--- config.mk ---
export PLATFORM = sky130hd
export DESIGN_NAME = battery_mode_contactor_controller
export DESIGN_NICKNAME = d
export VERILOG_FILES = /design/src/hw/rtl/bmcc_pkg.sv /design/src/hw/rtl/battery_mode_contactor_controller.sv
export SDC_FILE = /design/constraint.sdc
export NUM_CORES = 1
export LEC_CHECK = 0
export ABC_AREA = 1
export BUFFER_PORTS_ARGS = -buffer_cell sky130_fd_sc_hd__buf_2
export CORE_MARGIN = 5
export CORE_UTILIZATION = 60
export CTS_BUF_LIST = sky130_fd_sc_hd__clkbuf_4 sky130_fd_sc_hd__clkbuf_8
export DETAILED_ROUTE_END_ITERATION = 10
export PLACE_DENSITY = 0.89
export SLEW_MARGIN = 20
export SYNTH_ARGS = -nofsm -noshare
export SYNTH_HDL_FRONTEND = slang
export SYNTH_SLANG_ARGS = --single-unit
export TNS_END_PERCENT = 100
--- constraint.sdc ---
create_clock -name clk_i -period 4.5 [get_ports clk_i]
set_input_delay 0.675 -clock clk_i [delete_from_list [all_inputs] [get_ports clk_i]]
set_output_delay 0.675 -clock clk_i [all_outputs]
set_load 0.1 [all_outputs]
--- src/hw/rtl/bmcc_pkg.sv ---
// Package for the battery mode and contactor controller.
// Mode encoding, register indexes, fault masks and flag positions.
// No dependencies.
package bmcc_pkg;

  typedef enum logic [2:0] {
    ModeIdle  = 3'd0,
    ModePre   = 3'd1,
    ModeDis   = 3'd2,
    ModeChg   = 3'd3,
    ModeHeat  = 3'd4,
    ModeCool  = 3'd5,
    ModeProt  = 3'd6
  } mode_e;

  typedef enum logic [2:0] {
    CfgPrechargeTicks   = 3'd0,
    CfgDelayShort       = 3'd1,
    CfgDelayLong        = 3'd2,
    CfgDischargeCool    = 3'd3,
    CfgChargeCool       = 3'd4,
    CfgChargeHeat       = 3'd5
  } cfg_idx_e;

  localparam int unsigned CfgIdxW  = 3;
  localparam int unsigned CfgDataW = 16;
  localparam int unsigned CountW   = 16;
  localparam int unsigned FlagsW   = 5;

  localparam logic [11:0] IdleWarnSet = 12'hCBE;
  localparam logic [11:0] RunWarnSet  = 12'h3FF;
  localparam logic [7:0]  SevereErr   = 8'h07;
  localparam logic [6:0]  SocFull     = 7'd99;
  localparam logic [6:0]  SocLimit    = 7'd100;
  localparam logic signed [8:0] CoolMargin = 9'sd5;

  localparam int unsigned FlgPre  = 0;
  localparam int unsigned FlgPos  = 1;
  localparam int unsigned FlgNeg  = 2;
  localparam int unsigned FlgCool = 3;
  localparam int unsigned FlgHeat = 4;

endpackage

--- src/hw/rtl/battery_mode_contactor_controller.sv ---
// Battery pack mode controller and contactor driver, top level.
// Uses bmcc_pkg for mode codes, register indexes and fault masks.
//
//   channel | direction | handshake               | contents
//   in      | sink      | in_valid_i / in_ready_o | one tick word (mode or relay)
//   out     | source    | out_valid_o/out_ready_i | mode and five contactor flags
//   cfg     | sink      | cfg_we_i                | register index and write data
//
// A result passes an input register, then one pass of compares and a counter update
// into the state registers, which also form the result register. One word per cycle
// is sustained while out_ready_i is high.
// rst_ni clears the mode, counters, flags and valids and loads register defaults.
// A stalled result holds the state; the input register still takes one word.
module battery_mode_contactor_controller
  import bmcc_pkg::*;
(
  input  logic                clk_i,
  input  logic                rst_ni,

  input  logic                in_valid_i,
  output logic                in_ready_o,
  input  logic                kind_i,
  input  logic [11:0]         warn_mask_i,
  input  logic [7:0]          error_bits_i,
  input  logic                charger_present_i,
  input  logic [6:0]          soc_percent_i,
  input  logic                discharge_done_i,
  input  logic                charge_done_i,
  input  logic signed [7:0]   temp_min_i,
  input  logic signed [7:0]   temp_max_i,
  input  logic signed [7:0]   temp_avg_i,

  output logic                out_valid_o,
  input  logic                out_ready_i,
  output logic [2:0]          mode_o,
  output logic                precharge_on_o,
  output logic                positive_on_o,
  output logic                negative_on_o,
  output logic                cooling_on_o,
  output logic                heating_on_o,

  input  logic                cfg_we_i,
  input  logic [CfgIdxW-1:0]  cfg_idx_i,
  input  logic [CfgDataW-1:0] cfg_wdata_i
);

  // configuration registers
  logic [CountW-1:0] pre_ticks_q, delay_short_q, delay_long_q;
  logic signed [7:0] dis_cool_q, chg_cool_q, chg_heat_q;

  always_ff @(posedge clk_i or negedge rst_ni) begin
    if (!rst_ni) begin
      pre_ticks_q   <= 16'd50;
      delay_short_q <= 16'd100;
      delay_long_q  <= 16'd2000;
      dis_cool_q    <= 8'sd45;
      chg_cool_q    <= 8'sd40;
      chg_heat_q    <= 8'sd0;
    end else if (cfg_we_i) begin
      case (cfg_idx_i)
        CfgPrechargeTicks: pre_ticks_q   <= cfg_wdata_i;
        CfgDelayShort:     delay_short_q <= cfg_wdata_i;
        CfgDelayLong:      delay_long_q  <= cfg_wdata_i;
        CfgDischargeCool:  dis_cool_q    <= $signed(cfg_wdata_i[7:0]);
        CfgChargeCool:     chg_cool_q    <= $signed(cfg_wdata_i[7:0]);
        CfgChargeHeat:     chg_heat_q    <= $signed(cfg_wdata_i[7:0]);
        default: ;
      endcase
    end
  end

  // input register
  logic              in_vld_q;
  logic              kind_q;
  logic [11:0]       warn_q;
  logic [7:0]        err_q;
  logic              chg_q;
  logic [6:0]        soc_q;
  logic              dis_done_q;
  logic              chg_done_q;
  logic signed [7:0] tmin_q, tmax_q, tavg_q;

  logic out_vld_q;
  logic advance;

  assign advance    = in_vld_q && (!out_vld_q || out_ready_i);
  assign in_ready_o = !in_vld_q || advance;

  always_ff @(posedge clk_i or negedge rst_ni) begin
    if (!rst_ni) begin
      in_vld_q <= 1'b0;
    end else if (in_ready_o) begin
      in_vld_q <= in_valid_i;
    end
  end

  always_ff @(posedge clk_i) begin
    if (in_valid_i && in_ready_o) begin
      kind_q     <= kind_i;
      warn_q     <= warn_mask_i;
      err_q      <= error_bits_i;
      chg_q      <= charger_present_i;
      soc_q      <= soc_percent_i;
      dis_done_q <= discharge_done_i;
      chg_done_q <= charge_done_i;
      tmin_q     <= temp_min_i;
      tmax_q     <= temp_max_i;
      tavg_q     <= temp_avg_i;
    end
  end

  // state, doubling as the result register
  mode_e             mode_q, mode_d;
  logic [CountW-1:0] pre_cnt_q, pre_cnt_d;
  logic [CountW-1:0] prot_cnt_q, prot_cnt_d;
  logic [FlagsW-1:0] flags_q, flags_d;

  logic              run_fault, idle_fault, prot_hold;
  logic [CountW-1:0] pre_cnt_inc;
  logic signed [8:0] cool_lim;
  logic              need_cool;

  assign run_fault   = (|(warn_q & RunWarnSet)) || (|(err_q & SevereErr));
  assign idle_fault  = (|(warn_q & IdleWarnSet)) || (|(err_q & SevereErr));
  assign prot_hold   = (|(warn_q & RunWarnSet)) || (|err_q);
  assign pre_cnt_inc = (&pre_cnt_q) ? pre_cnt_q : pre_cnt_q + 16'd1;
  assign cool_lim    = $signed({dis_cool_q[7], dis_cool_q}) - CoolMargin;
  assign need_cool   = $signed({tavg_q[7], tavg_q}) >= cool_lim;

  always_comb begin
    mode_d     = mode_q;
    pre_cnt_d  = pre_cnt_q;
    prot_cnt_d = prot_cnt_q;
    flags_d    = flags_q;
    if (advance && !kind_q) begin
      case (mode_q)
        ModeIdle: begin
          if (idle_fault) begin
            mode_d = ModeProt;
          end else if (chg_q && soc_q < SocLimit) begin
            mode_d = ModeChg;
          end else begin
            mode_d    = ModePre;
            pre_cnt_d = '0;
          end
        end
        ModePre: begin
          if (run_fault) begin
            mode_d = ModeProt;
          end else if (pre_cnt_inc > pre_ticks_q) begin
            mode_d    = ModeDis;
            pre_cnt_d = '0;
          end else begin
            pre_cnt_d = pre_cnt_inc;
          end
        end
        ModeDis: begin
          if (run_fault) begin
            mode_d = ModeProt;
          end else if (chg_q) begin
            mode_d     = ModeProt;
            prot_cnt_d = delay_short_q;
          end else if (dis_done_q) begin
            mode_d     = ModeProt;
            prot_cnt_d = delay_long_q;
          end
        end
        ModeChg: begin
          if (run_fault) mode_d = ModeProt;
          else if (!chg_q) mode_d = ModeIdle;
        end
        ModeHeat: begin
          if (run_fault) mode_d = ModeProt;
          else if (tmin_q > chg_heat_q) mode_d = chg_q ? ModeChg : ModeIdle;
        end
        ModeCool: begin
          if (run_fault) mode_d = ModeProt;
          else if (tmax_q < chg_cool_q && chg_q) mode_d = ModeChg;
          else if (tmax_q < dis_cool_q && !chg_q) mode_d = ModeIdle;
        end
        ModeProt: begin
          if (!prot_hold) begin
            if (chg_q) begin
              if (!chg_done_q) mode_d = ModeChg;
            end else if (soc_q != 7'd0) begin
              mode_d = ModeIdle;
            end
          end
        end
        default: ;
      endcase
    end else if (advance) begin
      case (mode_q)
        ModeIdle: begin
          flags_d[FlgPre]  = 1'b0;
          flags_d[FlgPos]  = 1'b0;
          flags_d[FlgNeg]  = 1'b0;
          flags_d[FlgCool] = 1'b0;
        end
        ModePre: begin
          flags_d[FlgPos] = 1'b0;
          flags_d[FlgNeg] = 1'b1;
          flags_d[FlgPre] = 1'b1;
        end
        ModeDis: begin
          flags_d[FlgCool] = need_cool;
          flags_d[FlgPre]  = 1'b0;
          flags_d[FlgPos]  = 1'b1;
          flags_d[FlgNeg]  = 1'b1;
        end
        ModeChg: begin
          flags_d[FlgPre] = 1'b0;
          flags_d[FlgPos] = !(soc_q > SocFull);
          flags_d[FlgNeg] = !(soc_q > SocFull);
        end
        ModeHeat: begin
          flags_d          = '0;
          flags_d[FlgHeat] = 1'b1;
        end
        ModeCool: begin
          flags_d          = '0;
          flags_d[FlgCool] = 1'b1;
        end
        ModeProt: begin
          flags_d[FlgPre] = 1'b0;
          if (prot_cnt_q == '0) begin
            flags_d[FlgPos] = 1'b0;
            flags_d[FlgNeg] = 1'b0;
          end else begin
            prot_cnt_d = prot_cnt_q - 16'd1;
          end
        end
        default: ;
      endcase
    end
  end

  always_ff @(posedge clk_i or negedge rst_ni) begin
    if (!rst_ni) begin
      mode_q     <= ModeIdle;
      pre_cnt_q  <= '0;
      prot_cnt_q <= '0;
      flags_q    <= '0;
      out_vld_q  <= 1'b0;
    end else begin
      mode_q     <= mode_d;
      pre_cnt_q  <= pre_cnt_d;
      prot_cnt_q <= prot_cnt_d;
      flags_q    <= flags_d;
      out_vld_q  <= advance || (out_vld_q && !out_ready_i);
    end
  end

  assign out_valid_o    = out_vld_q;
  assign mode_o         = mode_q;
  assign precharge_on_o = flags_q[FlgPre];
  assign positive_on_o  = flags_q[FlgPos];
  assign negative_on_o  = flags_q[FlgNeg];
  assign cooling_on_o   = flags_q[FlgCool];
  assign heating_on_o   = flags_q[FlgHeat];

  // checks
  a_relay_keeps_mode: assert property (@(posedge clk_i) disable iff (!rst_ni)
    (advance && kind_q) |=> (mode_q == $past(mode_q)))
    else $error("relay tick changed the mode");

  a_mode_keeps_flags: assert property (@(posedge clk_i) disable iff (!rst_ni)
    (advance && !kind_q) |=> (flags_q == $past(flags_q)))
    else $error("mode tick changed the contactor flags");

  a_prot_countdown: assert property (@(posedge clk_i) disable iff (!rst_ni)
    (advance && kind_q && mode_q == ModeProt && prot_cnt_q != '0)
    |=> (prot_cnt_q == $past(prot_cnt_q) - 16'd1) && flags_q[FlgPos] == $past(flags_q[FlgPos]))
    else $error("protection countdown did not step");

  a_no_invented_word: assert property (@(posedge clk_i) disable iff (!rst_ni)
    (out_vld_q && out_ready_i && !advance) |=> !out_vld_q)
    else $error("result shown without a new word");

endmodule

# Word level (Yosys, flattened, before mapping)
# Index checks and enable logic that the tools add are counted.
# classes
add_sub_neg,3
order_cmp,7
n_eq_ne,27
mux,38
bitwise,1
n_reduce_logical,50
# op_table
cell,n
$mux W16,13
$mux W3,17
$pmux W16 S2,1
$pmux W3 S7,1
$ne A3 B3 Y1 const B,6
$add A16 B1 Y16 const B,1
$gt A16 B16 Y1,1
$logic_not A16 Y1,1
$lt A8 B8 Y1,2
$reduce_and A16 Y1,1
$reduce_or A8 Y1,2
$sub A16 B1 Y16 const B,1
$eq A3 B3 Y1 const B,5
$pmux W3 S5,1
$ne A2 B2 Y1 const B,7
$reduce_bool A7 Y1,2
$eq A3 B2 Y1 const B,4
$reduce_and A2 Y1,6
$reduce_and A10 Y1,1
$reduce_or A10 Y1,1
$ge A8 B9 Y1,1
$reduce_and A3 Y1,3
$sub A8 B4 Y9 const B,1
$gt A8 B8 Y1,1
other kinds (21),46
# totals
register_bits,169
inputBits,79
output_inout_bits,10
wordCells,151

# Logic depth before layout (Yosys ltp)
# Gate-level depths: netlist of run 1.
# depth
ltp_word,6
mapped_depth,26
mapped_depth_nobuf,26

# Worst setup path after synthesis of run 1
# Ideal clock, no wire load.
# synth_timing
path_type,register to register
start,register out_vld_q (netlist: out_valid_o)
end,register chg_done_q (enable)
setup_ps,502
arrival_ps,2927
required_ps,3998
setup_slack_ps,1070
stages_incl_launch_ff,4
path_buffers,0
synth_period_minus_slack_ps,3430
path_cell_list,dfrtp_1 -> nand3_1 -> nand2_1 -> inv_1
# synth_between
elab_chain_len,5
# synth_rtl
item,line,text
"start, declared",battery_mode_contactor_controller.sv:83,logic out_vld_q;
"start signal, assigned",battery_mode_contactor_controller.sv:250,out_vld_q <= advance || (out_vld_q && !out_ready_i);
$logic_not A1 Y1,battery_mode_contactor_controller.sv:86,assign advance = in_vld_q && (!out_vld_q || out_ready_i);
$logic_or A1 B1 Y1,battery_mode_contactor_controller.sv:86,
$logic_and A1 B1 Y1,battery_mode_contactor_controller.sv:86,
$logic_or A1 B1 Y1,battery_mode_contactor_controller.sv:87,assign in_ready_o = !in_vld_q || advance;
net in_ready_o,battery_mode_contactor_controller.sv:21,"output logic in_ready_o,"
$logic_and A1 B1 Y1,battery_mode_contactor_controller.sv:98,if (in_valid_i && in_ready_o) begin
"end signal, assigned",battery_mode_contactor_controller.sv:105,chg_done_q <= charge_done_i;
"end, declared",battery_mode_contactor_controller.sv:80,logic chg_done_q;
# The timed path passes the listed nets, and every way through them passes these cells.
# A chain may end at the register's enable or synchronous reset.

# Final worst setup path of run 1
# layout_timing
start,register pre_cnt_q[0]
end,register mode_q[0] (netlist: mode_o[0])
# layout_between
elab_chain_len,5
elab_cells_between_ends,6
classes_between,add/sub (1); order compare (1); eq/ne (1); mux (1); reduce/logical (2)
# layout_rtl
item,line,text
"start, declared",battery_mode_contactor_controller.sv:114,"logic [CountW-1:0] pre_cnt_q, pre_cnt_d;"
"start signal, assigned",battery_mode_contactor_controller.sv:247,pre_cnt_q <= pre_cnt_d;
$add A16 B1 Y16 / $reduce_and A16 Y1 (equally long branches),battery_mode_contactor_controller.sv:126,assign pre_cnt_inc = (&pre_cnt_q) ? pre_cnt_q : pre_cnt_q + 16'd1;
$mux W16 *,battery_mode_contactor_controller.sv:126,
$gt A16 B16 Y1 *,battery_mode_contactor_controller.sv:150,end else if (pre_cnt_inc > pre_ticks_q) begin
$ne A3 B3 Y1 (no line) *,--,
$reduce_and A10 Y1 (no line) *,--,
"end signal, assigned",battery_mode_contactor_controller.sv:240,mode_q <= ModeIdle;
"end signal, assigned",battery_mode_contactor_controller.sv:246,mode_q <= mode_d;
"end, declared",battery_mode_contactor_controller.sv:113,"mode_e mode_q, mode_d;"
# Mark *: on every way between the ends. The rest lies on a longest branch, timed or not.

==> out/qor.csv, run 1 <==
stage,metric,value,unit
outcome,status,"finished, final reports clean",
grt,largest net degree at the start of global routing,79,
critical_path,critical-path cell list,ha_1 > nand3_1 > nor2_2 > nand4_2 > nor3_2 > nand2_1 > xnor2_2 > ha_1 > nand4_1 > nor3_1 > nand2_1 > nand2_1 > nand2_1 > nand2_1 > nand2_1 > inv_1 > nand2_1 > nand2_1 > nand2_1 > nand2_1 > nand2_1,
min_path,Hold Crit Class,primary input to async pin,
power_and_ir_drop,Pwr per Cell Area,478,mW/mm^2
clock_network,CTS tree,built,
placed_design,pre-CTS WS,1.22,ns
critical_path,crit-path leading delay family,simple AND/OR/NAND/NOR gates,
power_and_ir_drop,P_int,2800,uW
grt,first-pass GRT wire length,31300,um
synth,top post-synthesis cells by area,"dfrtp_1 27%, edfxtp_1 19%, nand2_1 10%",
sta,Final Critical Period,3.29,ns
critical_path,CP arrival,3.67,ns
clock_network,"Clk pin slew, worst setup/hold paths",0.10,ns
sta,final hold vios,0,
grt,number of global-route vias before repair,6788,
critical_path,R2R setup slack,1.21,ns
sta,final hold slack,0.205,ns
synth,syn nets,1104,
clock_network,CTS root buf,clkbuf_8,
sta,final setup fails,0,
critical_path,critical path class,flip-flop to flip-flop,
synth,Synth Instances,975,
routing,1st-iter DRT viols,637,
synth,post-synth top area cell,dfrtp_1,
sta,Max Slew Vio Count,0,
layout,share of post-route cells with drive strength above 1,17.0,%
floorplan,FP Rows,44,
sta,max frequency,304,MHz
power_and_ir_drop,Comb pwr share,30.9,%
clock_network,clock tree buffer depth,2,
critical_path,WP buf/inv,1,
synth,sequential share of the synthesized area,51.5,%
synth,register bit total from synthesis,169,
layout,diodes inserted,0,
grt,GRT Util Overall,23.2,%
power_and_ir_drop,maximum VDD drop,0.000376,V
power_and_ir_drop,Clk pwr share,23.8,%
floorplan,core area,0.0144,mm^2
routing,vias,6923,
clock_network,CTS Sinks,169,
clock_network,Resized Gates After CTS,0,
synth,synth unique cells,46,
routing,drt total wl,18900,um
power_and_ir_drop,Leak,0.00471,uW
job,maxcap violations,0,
floorplan,Initial Util,60.9,%
routing,Routed wire per std cell,15.1,um
synth,top cell type's share of synthesized area,27.4,%
power_and_ir_drop,switching share of power,39.8,%
placed_design,Port Buffer Count,88,
sta,Fin Setup TNS,0,ns
critical_path,most frequent CP cell,nand2_1,
synth,Netlist Area Pre-Place,0.00878,mm^2
grt,grt ovf,0,
clock_network,cts hold-fix bufs,0,
floorplan,Die ar.,0.0172,mm^2
grt,initial antenna violation count,0,
clock_network,"Clk Latency, worst-skew pair",0.48,ns
placed_design,DP Wirelength,13500,um
critical_path,Critical R2R Capture,mode_o[0],
critical_path,R2R cell count,21,
critical_path,Critical Path Max Stage Delay,0.44,ns
power_and_ir_drop,Seq pwr share,45.3,%
critical_path,CP Data Required Time,4.88,ns
sta,RSZ-0062 raised after global routing,no,
sta,Clock Skew,0.0125,ns
routing,Vias/cell,5.52,
critical_path,Worst Setup End Kind,flip-flop,
layout,Layout fillers,1114,
layout,Final Net Count,1187,
placed_design,routability cong.,0.911,
routing,Residual DRC,0,
critical_path,crit path launch type,flip-flop,
layout,Area Growth Syn to Fin,10.8,%
floorplan,die height,131,um
critical_path,worst r2r src,pre_cnt_q[0],
sta,Least-Margin Pin Slew,1.02,ns
routing,drt pass-1 iters,5,
floorplan,Die X,131,um
sta,Tcrit/Tclk final,73.2,%
sta,Slew HR,31.8,%
routing,Antenna Nets Post-Route,0,
critical_path,critical path's slowest cell,dfrtp_1,
floorplan,IO Count,89,
power_and_ir_drop,P_sw,1850,uW
critical_path,Critical Path Fanout Max,6,
synth,Yosys warnings,0,
sta,worst setup margin,1.21,ns
clock_network,Post-CTS Setup Bufs,0,
clock_network,H-tree levels,4,
clock_network,CTS Buf Count,17,
synth,syn avg cell area,9.01,um^2
metal layers:
layer | up-vias | wire length, um | global-route usage (%)
li1 | 3391 | - | -
met1 | 3235 | 7910 | 29.8
met2 | 250 | 9240 | 38.4
met3 | 47 | 1230 | 5.61
met4 | 0 | 522 | 8.59
met5 | - | 0 | 0
registers in the layout (all words and copies together), names as in the netlist:
| signal | cells |
|---|---|
| chg_cool_q | 8 |
| chg_done_q | 1 |
| chg_heat_q | 8 |
| chg_q | 1 |
| delay_long_q | 16 |
| delay_short_q | 16 |
| dis_cool_q | 8 |
| dis_done_q | 1 |
| err_q | 8 |
| flags_q | 5 |
| in_vld_q | 1 |
| kind_q | 1 |
| mode_o | 3 |
| out_valid_o | 1 |
| pre_cnt_q | 16 |
| pre_ticks_q | 16 |
| prot_cnt_q | 16 |
| soc_q | 7 |
| tavg_q | 8 |
| tmax_q | 8 |
| tmin_q | 8 |
| warn_q | 12 |
per-stage QoR:
step	power (uW)	util (%)	cell area, um^2	cells
floorplan	3200	-	8780	975
global placement	3480	64.6	9320	1223
detailed placement	3550	64.6	9320	1223
CTS	4650	67.4	9720	1255
global route	4940	67.5	9730	1255
finish	4650	67.5	9730	1255
cells in the mapped netlist, drive strengths merged:
cell type / number
or2: 3
clkinv: 1
nor4: 3
nand3b: 1
nand4: 11
a22oi: 3
o21a: 2
edfxtp: 55
clkbuf: 15
dfstp: 18
o311ai: 2
xnor2: 6
dfrtp: 96
o211ai: 6
nand2: 246
o21ai: 109
o22ai: 2
nor3: 25
a31oi: 2
xor2: 18
a21oi: 37
inv: 126
buf: 10
nand3: 37
a21o: 1
nor2: 75
a22o: 15
ha: 50
cell type report:
type / count / area [um^2] / area share (%)
sequential: 169 / 4530 / 46.5
multi-input combinational: 654 / 3640 / 37.4
inverter: 127 / 478 / 4.91
timing repair buffer: 89 / 454 / 4.67
clock buffer: 17 / 234 / 2.40
tap: 184 / 230 / 2.37
clock inverter: 15 / 170 / 1.75
worst max path at each step:
stage,start,end,cells past startpoint
3_5_place_dp,pre_cnt_q[0],mode_o[2],21
5_1_grt,pre_cnt_q[0],mode_o[2],21
2_1_floorplan,out_valid_o,chg_done_q,3
4_1_cts,pre_cnt_q[0],mode_o[0],21
3_3_place_gp,pre_cnt_q[0],mode_o[0],21
6_report,pre_cnt_q[0],mode_o[0],21
cell usage in the layout, fill, tap and decap left out, drive strengths merged:
master	n
nand3	37
o22ai	2
o21ai	109
inv	136
o21a	2
a21oi	37
or2	3
xor2	18
dfstp	18
a21o	1
edfxtp	55
a31oi	2
a22oi	3
buf	89
nor2	75
o211ai	6
a22o	15
nand4	11
ha	50
nand3b	1
bufinv	1
nand2	246
xnor2	6
nor3	25
clkinv	5
clkbuf	17
dfrtp	96
o311ai	2
nor4	3
power groups by stage:
stage	Sequential, uW	Clock (uW)	Combinational [uW]
CTS	2100	1110	1440
global route	2130	1180	1620
detailed placement	2120	0	1420
finish	2110	1110	1440
global placement	2110	0	1360
floorplan	2310	0	893
cells by family (layout without fill, tap and decap cells):
group | Yosys count | after routing | share of synthesized area (%)
AND/OR/NAND/NOR | 401 | 401 | 20.4
flip-flops | 169 | 169 | 51.5
adder cells (fa/ha/maj) | 50 | 50 | 7.12
XOR/XNOR | 24 | 24 | 2.48
buffers and inverters | 152 | 248 | 7.11
AO/OA/AOI/OAI | 179 | 179 | 11.4
Power figures use the tool's default switching activity.
==> run 2, diff against run 1 <==
--- a/config.mk
+++ b/config.mk
@@ -8,10 +8,10 @@
 export ABC_AREA = 1
 export BUFFER_PORTS_ARGS = -buffer_cell sky130_fd_sc_hd__buf_2
 export CORE_MARGIN = 5
-export CORE_UTILIZATION = 60
+export CORE_UTILIZATION = 56
 export CTS_BUF_LIST = sky130_fd_sc_hd__clkbuf_4 sky130_fd_sc_hd__clkbuf_8
 export DETAILED_ROUTE_END_ITERATION = 10
-export PLACE_DENSITY = 0.89
+export PLACE_DENSITY = 0.87
 export SLEW_MARGIN = 20
 export SYNTH_ARGS = -nofsm -noshare
 export SYNTH_HDL_FRONTEND = slang
==> constraint.sdc (replaced) <==
create_clock -name clk_i -period 2.6 [get_ports clk_i]
set_input_delay 0.39 -clock clk_i [delete_from_list [all_inputs] [get_ports clk_i]]
set_output_delay 0.39 -clock clk_i [all_outputs]
set_load 0.1 [all_outputs]
==> run 2 against run 1 <==
Effect of this change:
- the run now ends with negative setup slack left
- maximum frequency up 11%
- final area up 6.4%
- via count up 4.8%
- core utilization up 0.11 points
- total power up 75%
- non-clock buffer count up 50
- global-route usage down 0.34 points
- combinational power up 87%
- hold slack worse by 0.11 ns
==> out/qor.csv, run 2 (synthesis gave the netlist of run 1 again) <==
stage,metric,value,unit,change
critical_path,crit path launch type,flip-flop,,unchanged
floorplan,IO Count,89,,unchanged
layout,"commonest cells after routing, fill and taps aside","227 x nand2_1, 115 x inv_1, 102 x o21ai_0",,"was 240 x nand2_1, 117 x inv_1, 104 x o21ai_0"
critical_path,critical path class,flip-flop to flip-flop,,unchanged
floorplan,die height,135,um,was 131 um
routing,1st-iter DRT viols,726,,was 637
sta,RSZ-0062 raised after global routing,yes,,was no
critical_path,Critical Path Fanout Max,6,,unchanged
clock_network,CTS Buf Count,17,,unchanged
min_path,Hold Crit Class,primary input to flip-flop,,was primary input to async pin
floorplan,core area,0.0153,mm^2,was 0.0144 mm^2
clock_network,H-tree levels,4,,unchanged
placed_design,routability cong.,0.940,,was 0.911
placed_design,placed instance count,1287,,was 1223
routing,Antenna Nets Post-Route,0,,unchanged
grt,GRT Util Overall,22.9,%,was 23.2%
grt,largest net degree at the start of global routing,66,,was 79
layout,area of the multi-input gates,0.00382,mm^2,was 0.00364 mm^2
critical_path,crit-path leading delay family,simple AND/OR/NAND/NOR gates,,unchanged
grt,initial antenna violation count,0,,unchanged
clock_network,"Clk pin slew, worst setup/hold paths",0.10,ns,about the same
power_and_ir_drop,Pwr per Cell Area,787,mW/mm^2,was 478 mW/mm^2
sta,final hold vios,0,,unchanged
placed_design,Port Buffer Count,88,,unchanged
sta,Max Slew Vio Count,0,,unchanged
sta,Slew HR,38.7,%,was 31.8%
floorplan,Die ar.,0.0183,mm^2,was 0.0172 mm^2
critical_path,Worst Setup End Kind,flip-flop,,unchanged
grt,first-pass GRT wire length,33400,um,was 31300 um
outcome,status,finished with violations,,"was finished, final reports clean"
outcome,violated checks,negative setup slack,,
layout,share of post-route cells with drive strength above 1,23.4,%,was 17.0%
floorplan,FP Rows,45,,was 44
critical_path,critical-path cell list,ha_4 > nand3_4 > nor2_4 > nand4_4 > buf_6 > nor2_4 > buf_4 > clkinv_4 > nand2_1 > ha_4 > nand4_1 > nor3_2 > nand2_1 > nand2_1 > nand2_2 > nand2_4 > nand2_2 > inv_2 > nand2_2 > nand2_4 > nand2_4 > nand2_1 > nand2_1,,was ha_1 > nand3_1 > nor2_2 > nand4_2 > nor3_2 > nand2_1 > xnor2_2 > ha_1 > nand4_1 > nor3_1 > nand2_1 > nand2_1 > nand2_1 > nand2_1 > nand2_1 > inv_1 > nand2_1 > nand2_1 > nand2_1 > nand2_1 > nand2_1
power_and_ir_drop,Leak,0.00502,uW,was 0.00471 uW
job,maxcap violations,0,,unchanged
sta,final setup fails,19,,was 0
grt,GR Layer Usage met3,5.09,%,was 5.61%
grt,met1 usage,29.3,%,was 29.8%
layout,Area Growth Syn to Fin,17.8,%,was 10.8%
critical_path,WP buf/inv,4,,was 1
critical_path,CP Data Required Time,2.97,ns,was 4.88 ns
clock_network,CTS tree,built,,unchanged
layout,final instance area,0.0103,mm^2,was 0.00973 mm^2
routing,Residual DRC,0,,unchanged
clock_network,CTS root buf,clkbuf_8,,unchanged
sta,worst setup margin,-0.369,ns,was 1.21 ns
sta,Tcrit/Tclk final,114,%,was 73.2%
critical_path,most frequent CP cell,nand2_1,,unchanged
clock_network,CTS Sinks,169,,unchanged
sta,Least-Margin Pin Slew,0.917,ns,was 1.02 ns
critical_path,CP arrival,3.34,ns,was 3.67 ns
layout,Final Net Count,1238,,was 1187
layout,Layout fillers,1144,,was 1114
floorplan,Die X,135,um,was 131 um
layout,"most common cell after layout, fill and taps aside",nand2_1,,unchanged
floorplan,Initial Util,57.4,%,was 60.9%
sta,Final Critical Period,2.97,ns,was 3.29 ns
routing,Routed wire per std cell,15.6,um,was 15.1 um
critical_path,Critical Path Max Stage Delay,0.41,ns,was 0.44 ns
routing,Vias/cell,5.44,,was 5.52
layout,Post-Layout Cell Count,1333,,was 1255
placed_design,DP Wirelength,14100,um,was 13500 um
routing,drt total wl,20700,um,was 18900 um
grt,grt ovf,0,,unchanged
grt,number of global-route vias before repair,7089,,was 6788
layout,diodes inserted,0,,unchanged
grt,grt met2 use,38.5,%,was 38.4%
clock_network,"Clk Latency, worst-skew pair",0.47,ns,was 0.48 ns
layout,FF+latch area,0.00453,mm^2,about the same
clock_network,clock tree buffer depth,2,,unchanged
critical_path,critical path's slowest cell,dfrtp_1,,unchanged
power_and_ir_drop,maximum VDD drop,0.000576,V,was 0.000376 V
placed_design,DP Area,0.00971,mm^2,was 0.00932 mm^2
routing,vias,7256,,was 6923
sta,max frequency,337,MHz,was 304 MHz
grt,Top Usage Layer GRT,met2,,unchanged
sta,Clock Skew,0.0154,ns,was 0.0125 ns
routing,drt pass-1 iters,8,,was 5
==> run 2: cell types whose count changed in the layout (fill, tap and decap cells not counted), moves of 3 or more <==
cell / previous run / this run
nand2_1: 240 / 227
ha_1: 50 / 46
a21oi_1: 37 / 33
a21oi_2: 0 / 4
ha_4: 0 / 3
clkinvlp_4: 0 / 3
nand2_4: 1 / 4
buf_4: 1 / 47
nand2_2: 5 / 15
inv_6: 7 / 4
==> run 2: cell type report <==
class / count / share of cell area (%)
multi-input cells: 654 / 36.9
repair inverters: 1 / 0.0605
well taps: 211 / 2.55
flip-flops and latches: 169 / 43.8
clock inverters: 14 / 1.34
inverters: 127 / 4.70
clock buffers: 18 / 2.33
repair buffers: 139 / 8.32
==> run 2: worst paths after layout <==
kind	from	slack [ns]	cells past startpoint	endpoint
hold / removal	warn_mask_i[3]	0.09	1	warn_q[3]
setup / recovery	pre_cnt_q[1]	-0.37	23	mode_o[1]
hold reg to reg	delay_short_q[15]	0.49	2	delay_short_q[15]
setup reg to reg	pre_cnt_q[1]	-0.37	23	mode_o[1]
min in group asynchronous	rst_ni	0.33	2	delay_short_q[9]
max in group asynchronous	rst_ni	1.55	3	delay_long_q[10]
==> run 2: report_power, final <==
part           switching (uW)  total [uW]  internal, uW
logic                    1810        2690           879
clock network            1050        1840           791
registers                 358        3620          3260
==> run 2: stage by stage <==
stage / total power [uW] / hold WS, ns / setup WS [ns] / util [%] / setup TNS, ns
after global routing: 8680 / 0.0511 / -0.539 / 67.6 / -8.99
final: 8150 / 0.0910 / -0.369 / 67.6 / -6.51
after CTS: 8070 / 0.0660 / -0.252 / 66.3 / -3.79
after floorplan: 5550 / 0.0944 / -0.0787 / - / -0.465
after detailed placement: 6220 / 0.266 / -0.225 / 63.4 / -2.87
after global placement: 6090 / 0.266 / -0.114 / 63.4 / -1.41
==> run 2: timing repair <==
item                       4_1_cts  5_1_grt
buffers inserted                 3        9
hold buffers                     1        0
gates resized for setup          6       33
gates cloned                     0        1
setup endpoints to repair       19       19
pin swaps                        0       21
hold endpoints to repair        14        0
==> run 2: routing by layer <==
layer	routed length, um	up-vias
li1	-	3491
met1	8690	3442
met2	10300	274
met3	1240	49
met4	506	0
met5	0	-
